[src/sv/bmst_ram.sv]
module bmst_ram #(
    parameter int unsigned WIDTH = 64,
    parameter int unsigned DEPTH = 64,
    parameter int unsigned AW    = (DEPTH > 1) ? $clog2(DEPTH) : 1
) (
    input  logic             i_clk,
    input  logic             i_we,
    input  logic [AW-1:0]    i_waddr,
    input  logic [WIDTH-1:0] i_wdata,
    input  logic [AW-1:0]    i_raddr,
    output logic [WIDTH-1:0] o_rdata
);

    logic [WIDTH-1:0] r_mem [DEPTH];
    logic [WIDTH-1:0] r_rdata;

    always_ff @(posedge i_clk) begin
        if (i_we) begin
            r_mem[i_waddr] <= i_wdata;
        end
        r_rdata <= r_mem[i_raddr];
    end

    assign o_rdata = r_rdata;

endmodule

[config.mk]
export PLATFORM = sky130hd
export DESIGN_NAME = bmst_ram
export DESIGN_NICKNAME = d
export VERILOG_FILES = /design/src/sv/bmst_ram.sv
export SDC_FILE = /design/constraint.sdc
export NUM_CORES = 2
export LEC_CHECK = 0
export BUFFER_PORTS_ARGS = -buffer_cell sky130_fd_sc_hd__buf_2
export CAP_MARGIN = 25
export CORE_MARGIN = 2
export CORE_UTILIZATION = 61
export CTS_CLUSTER_SIZE = 24
export DETAILED_ROUTE_END_ITERATION = 6
export PLACE_DENSITY_LB_ADDON = 0.3
export SYNTH_ARGS = -nofsm -noshare
export SYNTH_HDL_FRONTEND = slang
export SYNTH_SLANG_ARGS = --single-unit
[constraint.sdc]
create_clock -name i_clk -period 6.92 [get_ports i_clk]
set_input_delay 0.692 -clock i_clk [delete_from_list [all_inputs] [get_ports i_clk]]
set_output_delay 0.692 -clock i_clk [all_outputs]
set_load 0.01 [all_outputs]
==> summary.md <==
| Metric | Value |
|---|---|
| FP Rows | 185 |
| Synth top area cells | edfxtp_1 79%, mux4_2 15%, mux2i_1 0.86%, dfxtp_1 0.82%, a22oi_1 0.81% |
| Critical path class | input pin to flop |
| Final number of hold-violating endpoints | 0 |
| Mapped Cells | 6598 |
| Fin. max-slew vios | 0 |
| Yosys warns | 0 |
| Vias in the first global route | 77640 |
| Status | finished with violations |
| Multi-input gate area | 30780 µm² |
| Count leader, synth | edfxtp_1 |
| CTS Buf Count | roughly 410 |
| Clock period minus worst slack | about 3.1 ns |
| Dpl hpwl | 225100 µm |
| Post-placement cell area | 162300 µm² |
| RSZ-0062 raised after global routing | no |
| Num ports | 142 |
| Die Area | 260400 µm² |
| Fmax achieved | 318.0 MHz |
| Worst min path class | input pin to flop |
| Leakage | between 50 and 60 nW |
| CTS max path bufs | 4 |
| Antenna Nets Post-Route | 0 |
| CP bufs+invs | 3 |
| Worst-path maximum fanout | 85 |
| Yosys reg bits | 4160 |
| DRC errors left | 1 |
| Ys flop type | edfxtp_1 |
| Final worst-path cycle share | between 40% and 50% |
| Register share of total power | roughly 53% |
| Syn Nets | 6676 |
| Critical path arrival | ~4 ns |
| Final Cell Area | 176800 µm² |
| Top-area cell type share of the netlist area | about four fifths |
| Root buffer cell | clkbuf_16 |
| Dominant cell type by area after synthesis | edfxtp_1 |
| Synth Area per Inst | 23.70 µm² |
| Clk Latency, worst-skew pair | 1.03 ns |
| Combinational share of power | 4.7% |
| IO buf count | between 100 and 150 |
| Max-Cap Viols | 0 |
| Vias/cell | about 7.2 |
| Width of the die | approximately 510 µm |
| Clock Skew | 0.05904 ns |
| Fillers | 14230 |
| Power, Total | 52.51 mW |
| Area grow syn2layout | 13.07% |
| Top post-synthesis cells by count | 4096 x edfxtp_1, 1024 x mux4_2, 170 x buf_2 |
| Final Setup Violations | 0 |
| Register area share after synthesis | between 70 and 80% |
| Total Routed Length | approximately 420000 µm |
| Relative slew margins | 24.01% |
| CORE AREA | ~250000 µm² |
| TritonRoute pass-1 iters | 7 |
| Post-Place Worst Slack | 2.849 ns |
| PwrDens | 297.0 nW/µm² |
| Vias after detailed routing | 77900 |
| Final worst slack | 3.775 ns |
| GRT Overall Usage | 32.79% |
| CP peak stage delay | 0.59 ns |
| Share of cells above drive strength 1 | between 20% and 30% |
| Number of enable flip-flop cells after synthesis | 4096 |
| Clock Sinks | 4160 |
| Overflow after GRT | 0 |
| CTS H-tree lvls | 5 |
| Register area | 124300 µm² |
| Synth unique cells | 33 |
| Setup TNS | 0 ns |
| CP top delay family | buffers and inverters |
| Pin count of the biggest net entering global routing | 130 |
| Least-Margin Pin Slew | between 1 and 1.5 ns |
| Gp weighted congestion | 0.8459 |
| Nets | 7127 |
| Antenna violations before repair | 22 |
| Crit start category | input pin |
| Sw Pwr | 10.92 mW |
| First-pass GRT wire length | approximately 600000 µm |
| Routed length per instance | between 30 and 40 µm |
| Final core utilization | a little over two thirds |
| Clock power share | between 40% and 50% |
| Sw Ratio | 20.81% |
| Iteration-0 DRC Markers | 13340 |
| Post-CTS Resized | 0 |
| Worst setup EP type | flop |
| Asr flop ratio synth | 0% |
| Max rail drop VDD | 304.8 µV |
| WP data required | between 7 and 8 ns |
| CTS tree | done |
| Crit path max-delay cell type | a41oi_1 |
| Mapped Area | 156300 µm² |
| CTS clock-pin slew for the worst setup and hold paths | 0.06 ns |
| Internal cell power | 41.58 mW |
| Failing checks | DRC |
| Die Height | about 510 µm |
| Crit path cell chain | buf_8, buf_12, buf_4, mux4_2, or2_2, a41oi_1, a211oi_1 |
| Initial core utilization | ~60% |
[final timing paths]
path	from	endpoint	slack [ns]	depth (start not counted)
worst min-delay path	i_wdata[23]	r_mem[25][23]	0.0006	1
worst max register to register	r_mem[34][50]	o_rdata[50]	4.63	4
worst min register to register	r_mem[46][12]	o_rdata[12]	0.86	4
worst max-delay path	i_raddr[1]	o_rdata[13]	3.77	7
[state kept, by name (all words and copies together) (netlist names)]
| signal | count |
|---|---|
| o_rdata | 64 |
| r_mem | 4096 |
[power by group through the flow]
stage	Clock (mW)	Sequential (mW)	Combinational (mW)
floorplan	0	28.5	1.30
global placement	0	28.6	2.31
detailed placement	0	28.6	2.37
CTS	22.1	28.0	2.40
global route	23.0	28.0	2.60
finish	22.0	28.0	2.49
[routing by layer]
metal / vias to the layer above / track usage (%) / wire [µm]
met1: 41010 / 45.07 / 147300
li1: 29370 / - / -
met4: 8 / 14.71 / 21620
met5: - / 0.1827 / 94
met2: 6458 / 51.04 / 202500
met3: 1065 / 7.721 / 51900
[kinds of logic after synthesis]
kind of cell | share of synthesized area (%)
buffers and inverters | 1.180
AND/OR/NAND/NOR | 1.240
flip-flops | 79.49
AO/OA/AOI/OAI | 2.477
multiplexers | 15.61
[through the flow]
step                      hold slack, ns  std cells
after floorplan                   0.7878       6598
after global placement            0.8186       9921
after detailed placement          0.8295       9937
after CTS                        0.09721      10670
after global routing            0.002695      10740
final                          0.0006246      10750
[area by class of cell]
type	instances	share of cell area (%)
antenna	13	0.01840
multi-input combinational	2049	17.41
timing repair buffer	413	2.412
clock buffer	517	6.198
sequential	4160	70.30
clock inverter	215	1.233
inverter	19	0.04034
tap	3366	2.382
[layout by cell type (no fill, tap or decap), types with 18 or more instances in the layout]
cell and n:
a211oi_1 63, a22o_1 88, a22oi_1 168, a2bb2oi_1 19, a31oi_1 18, a41oi_1 26
and3_1 64, buf_12 94, buf_2 139, buf_4 150, bufinv_16 43, clkbuf_1 82
clkbuf_16 414, clkbuf_8 21, clkinv_1 67, clkinv_2 79, dfxtp_1 64, edfxtp_1 4096
inv_1 19, mux2i_1 135, mux4_2 1024, nand2_1 55, nand3_1 45, nor2_1 47
nor2_4 65, nor2b_1 24, o221ai_1 38, o22ai_1 83, or2_2 28, or3_1 29
[repair_timing]
action,in CTS,in global routing
buffers inserted,0,0
setup endpoints to repair,0,0
hold endpoints to repair,12,42
hold buffers,2,11
Power figures use the tool's default switching activity.
